File: config.mk
export PLATFORM = sky130hd
export DESIGN_NAME = gtb_poly
export DESIGN_NICKNAME = d
export VERILOG_FILES = /design/src/rtl/gtb_pkg.sv /design/src/rtl/gtb_poly.sv
export SDC_FILE = /design/constraint.sdc
export NUM_CORES = 2
export LEC_CHECK = 0
export ABC_AREA = 1
export BUFFER_PORTS_ARGS = -buffer_cell sky130_fd_sc_hd__buf_2
export CORE_MARGIN = 4
export CORE_UTILIZATION = 50
export DETAILED_ROUTE_END_ITERATION = 8
export GPL_TIMING_DRIVEN = 0
export PLACE_DENSITY_LB_ADDON = 0.12
export RECOVER_POWER = 100
export SYNTH_ARGS = -nofsm -noshare
export SYNTH_HDL_FRONTEND = slang
export SYNTH_SLANG_ARGS = --single-unit
File: constraint.sdc
create_clock -name clk -period 6.7 [get_ports clk]
set_input_delay 0.67 -clock clk [delete_from_list [all_inputs] [get_ports clk]]
set_output_delay 0.67 -clock clk [all_outputs]
set_load 0.02 [all_outputs]
File: src/rtl/gtb_pkg.sv
package gtb_pkg;

  // Data widths
  localparam int XW  = 16;        // Q4.12 sample
  localparam int RW  = 30;        // exp argument r, Q31, always below 0.5
  localparam int PW  = 32;        // Q31 values in [0, 1.0]
  localparam int QF  = 31;        // Q31 fraction bits
  localparam int QW  = 32;        // quotient bits of the tanh divide
  localparam int QPW = PW + 1;    // 1 +/- tanh, up to 2.0 in Q31

  localparam int HORNER_STEPS = 12;
  localparam int SQUARINGS    = 5;

  localparam logic [PW-1:0] Q31_ONE  = 32'h8000_0000;
  localparam logic [19:0]   COEF_C24 = 20'd598568;    // 0.044715*sqrt(2/pi), Q24
  localparam logic [23:0]   COEF_B24 = 24'd13386282;  // sqrt(2/pi), Q24

  // floor(2^32 / j) for j = 1..12 (j = 1 uses 2^32 - 1); entry j-1
  localparam logic [PW-1:0] RECIP [HORNER_STEPS] = '{
    32'd4294967295, 32'd2147483648, 32'd1431655765, 32'd1073741824,
    32'd858993459,  32'd715827882,  32'd613566756,  32'd536870912,
    32'd477218588,  32'd429496729,  32'd390451572,  32'd357913941
  };

  // Side-band that rides along with each element
  typedef struct packed {
    logic [XW-1:0] m;     // |v|
    logic          neg;   // v < 0
    logic          sat;   // tanh argument >= 8
    logic          last;
  } gtb_side_t;

endpackage

File: src/rtl/gtb_poly.sv
module gtb_poly (
  input  logic                          clk,
  input  logic                          rst,
  input  logic                          en,
  input  logic                          in_vld,
  input  logic signed [gtb_pkg::XW-1:0] x,
  input  logic signed [gtb_pkg::XW-1:0] bias,
  input  logic                          last_in,
  output logic                          out_vld,
  output logic [gtb_pkg::RW-1:0]        r,
  output gtb_pkg::gtb_side_t            side
);
  import gtb_pkg::*;

  localparam int NST   = 5;
  localparam int V2W   = 2*XW - 1;    // |v|^2 <= 2^30
  localparam int TPW   = 20 + V2W;
  localparam int KW    = 26;          // C*v^2 + B in Q24
  localparam int AW    = XW + KW;
  localparam int SAT_B = 39;          // 8.0 in Q36
  localparam int R_SH  = 9;           // Q36 -> 2|u|/32 in Q31

  logic [NST-1:0]  vld;
  gtb_side_t       s0, s1, s2, s3;
  logic [XW:0]     sum;
  logic [XW-1:0]   v_sat;
  logic            neg_in;
  logic [XW-1:0]   m_in;
  logic [2*XW-1:0] v2_full;
  logic [V2W-1:0]  v2;
  logic [TPW-1:0]  t_prod;
  logic [KW-1:0]   t;
  logic [KW-1:0]   k;
  logic [AW-1:0]   a_full;

  // saturating add
  assign sum    = {x[XW-1], x} + {bias[XW-1], bias};
  assign v_sat  = (sum[XW] != sum[XW-1]) ?
                  (sum[XW] ? {1'b1, {(XW-1){1'b0}}} : {1'b0, {(XW-1){1'b1}}}) :
                  sum[XW-1:0];
  assign neg_in = v_sat[XW-1];
  assign m_in   = neg_in ? ({XW{1'b0}} - v_sat) : v_sat;

  assign v2_full = (2*XW)'(s0.m) * (2*XW)'(s0.m);
  assign t_prod  = TPW'(COEF_C24) * TPW'(v2);
  assign a_full  = AW'(s3.m) * AW'(k);

  always_ff @(posedge clk) begin
    if (rst) begin
      vld <= '0;
    end else if (en) begin
      vld <= {vld[NST-2:0], in_vld};
    end
  end

  always_ff @(posedge clk) begin
    if (en) begin
      s0   <= '{m: m_in, neg: neg_in, sat: 1'b0, last: last_in};
      s1   <= s0;
      v2   <= v2_full[V2W-1:0];
      s2   <= s1;
      t    <= t_prod[KW+23:24];
      s3   <= s2;
      k    <= t + KW'(COEF_B24);
      side <= '{m: s3.m, neg: s3.neg, sat: |a_full[AW-1:SAT_B], last: s3.last};
      r    <= a_full[R_SH+RW-1:R_SH];
    end
  end

  assign out_vld = vld[NST-1];

endmodule

==> flow_summary.ini <==
[grt]
grt_pass1_wl_um = 151000
antenna_found_initial = 1
grt-ovfl-total = 0
grt_max_degree = 106
grt_usage_pct = 24.7
grt_pass1_vias = 28000

[flow_run]
max_cap_viol_count = 1

[timing]
worst_slew_pin_slew_ns = 5.49
max_freq_mhz = 151
rsz0062_at_grt = true
period_minus_slack_ns = 6.63
slew_headroom_pct = -266
setup_viol = 0
finClkSkew_ns = 0.0333
slew_violations = 105
finalHoldViolCount = 0
post-route-period-util_pct = 99.0

[floorplan]
io_pins = 87
start_util_pct = 50.7
fp.coreArea_um2 = 71700
die_area_um2 = 77000
fp.dieW_um = 278
die_h_um = 278
floorplan.rows = 98

[synthesis]
mappedNetlistArea_um2 = 36300
syn-instance-count = 4272
synth_seq_area_share_pct = 17.0
synth_cell_type_count = 52
synth_area_leaders = fa_1 33%, edfxtp_1 17%, ha_1 15%
synth_common_cells = 1221 x inv_1, 899 x nand2_1, 590 x fa_1
yosysMostFrequentCell = inv_1
synth_area_per_cell_um2 = 8.51
synth_seq_cells = 207
synth_edf_count = 202
synthArstFlopShare_pct = 0
yosysTopAreaCell = fa_1
yosysWarnings = 0
synth_top_cell_area_share_pct = 32.5
yosys_most_used_dff = edfxtp_1

[setup_path]
cp-end-kind = register
start_kind = register
worst-path-max-fanout = 10
crit_required_ns = 6.99
critPathKind = register to register
r2r_setup_slack_ns = 0.07
cp.arrival_ns = 6.92

[layout]
multi_input_area_um2 = 25100
areaGrowthSynthToFinish_pct = 8.29
finalInstanceArea_um2 = 39300
drive_gt1_share_pct = 5.62
final_core_util_pct = 54.8
diodes = 0
final_cells = 5384
n_fill_cell = 6893
seqCellArea_um2 = 6170
final_nets = 5468

[cts]
ctsHtreeMaxLevel = 1
clk_latency_ns = 0.57
cts_made_buffers = 27
cts_hold_buf = 0
cts_buffer_depth = 3
numClockSinks = 207
cts-root-buf = clkbuf_16
cts_tree = yes
cts.clk_slew.worst_paths_ns = 0.07

[detailed_routing]
drt_iter0_drc = 1300
wl_per_cell_um = 17.3
vias = 26800
firstDrtPassIters = 5
drc = 0
detail-route-antenna-nets = 0
routed_via_density = 4.98
totalWireLength_um = 93100

[placed_design]
gp_congestion = 0.953
dp_hpwl_um = 79500
port_buffers = 86
placed_cells = 5311
dpl-instance-area_um2 = 38000

[outcome]
status = finished, violations left
violations = capacitance limit, slew limit

[hold_path]
hold_path_class = primary input to register
sequential cells by signal, summed over array words and instances (netlist names), 19 cells and up:
signal  cells
k          26
r          30
side       19
t          26
v2         29
layout by cell type (no fill, tap or decap), types with 4 or more instances in the layout:
cell type	synthesis	routed
edfxtp_1	202	202
xor2_1	84	84
nor3_1	18	18
inv_6	0	4
buf_2	3	47
buf_4	1	62
a21boi_0	5	7
a21o_1	19	19
inv_1	1221	1222
nand3_1	88	88
ha_1	425	424
a21oi_1	167	160
dfxtp_1	5	5
fa_1	590	590
nand2_2	5	6
inv_2	5	4
o21ai_1	6	5
clkinv_2	0	4
o21ai_0	79	82
nand4_1	18	19
a31oi_1	14	14
clkbuf_16	0	27
nand2_1	899	898
nor2_1	169	168
clkbuf_1	125	74
o21bai_1	10	10
clkbuf_2	0	43
clkbuf_4	0	14
or2_2	4	4
o21a_1	14	14
xnor2_1	41	40
nand3b_1	5	5
a21oi_2	0	7
o211ai_1	5	5
nor4_1	9	7
final cells by class:
cell class                      instances  area share [%]
Multi-Input combinational cell       2710            63.9
Sequential cell                       207            15.7
Inverter                             1227            11.7
Tap cell                              950            3.02
Timing Repair Buffer                  158            2.36
Clock buffer                           30            1.77
Buffer                                 85            1.15
Clock inverter                         17           0.467
routing by layer:
| metal | GRT usage [%] | up-vias | routed length (um) |
|---|---|---|---|
| met5 | 0 | - | 13 |
| met4 | 9.99 | 2 | 4610 |
| met3 | 2.67 | 164 | 4170 |
| met2 | 43.5 | 604 | 45400 |
| met1 | 31.1 | 13000 | 38900 |
| li1 | - | 13000 | - |
kinds of logic after synthesis:
family,Yosys count,share of synthesized area [%]
XOR/XNOR,125,3.01
other,1,0.0103
flip-flops,207,17.0
adder cells (fa/ha/maj),1015,47.1
AO/OA/AOI/OAI,340,5.29
buffers and inverters,1357,14.1
AND/OR/NAND/NOR,1227,13.5
worst paths after layout:
path | from | to | cells after the start
min reg2reg | s1[13] | s2[13] | 0
max reg2reg | k[9] | r[24] | 19
max | k[9] | r[24] | 19
min | last_in | s0[0] | 1
worst max-delay path, cell delays in order, from the launching register on:
cell and delay (ns):
edfxtp_1 0.60, buf_2 0.37, nand2_1 0.11, fa_1 0.49, fa_1 0.55, inv_1 0.05
fa_1 0.51, inv_1 0.06, fa_1 0.56, fa_1 0.43, fa_1 0.49, inv_1 0.04
ha_1 0.32, a21oi_1 0.21, o21ai_0 0.22, a21oi_2 0.46, nand2_1 0.32, nand3_1 0.14
o211ai_1 0.21, xor2_1 0.23
through the flow:
step / TNS (ns) / setup slack [ns] / hold slack, ns
2_1_floorplan: 0 / 0.956 / 0.400
3_3_place_gp: -13.35 / -1.41 / 0.400
3_5_place_dp: -13.93 / -1.39 / 0.405
4_1_cts: 0 / 0.00215 / 0.259
5_1_grt: -0.00737 / -0.00598 / 0.271
6_report: 0 / 0.0687 / 0.294
timing repair:
item                                    4_1_cts  5_1_grt
buffers inserted                             18       53
resized for setup                            61       81
endpoints found under the setup margin       28       27
pin swaps                                     1        1
Power is left out: the tool's default activity adds up to more than one toggle a clock period on the data nets, which glitch-free logic cannot reach.
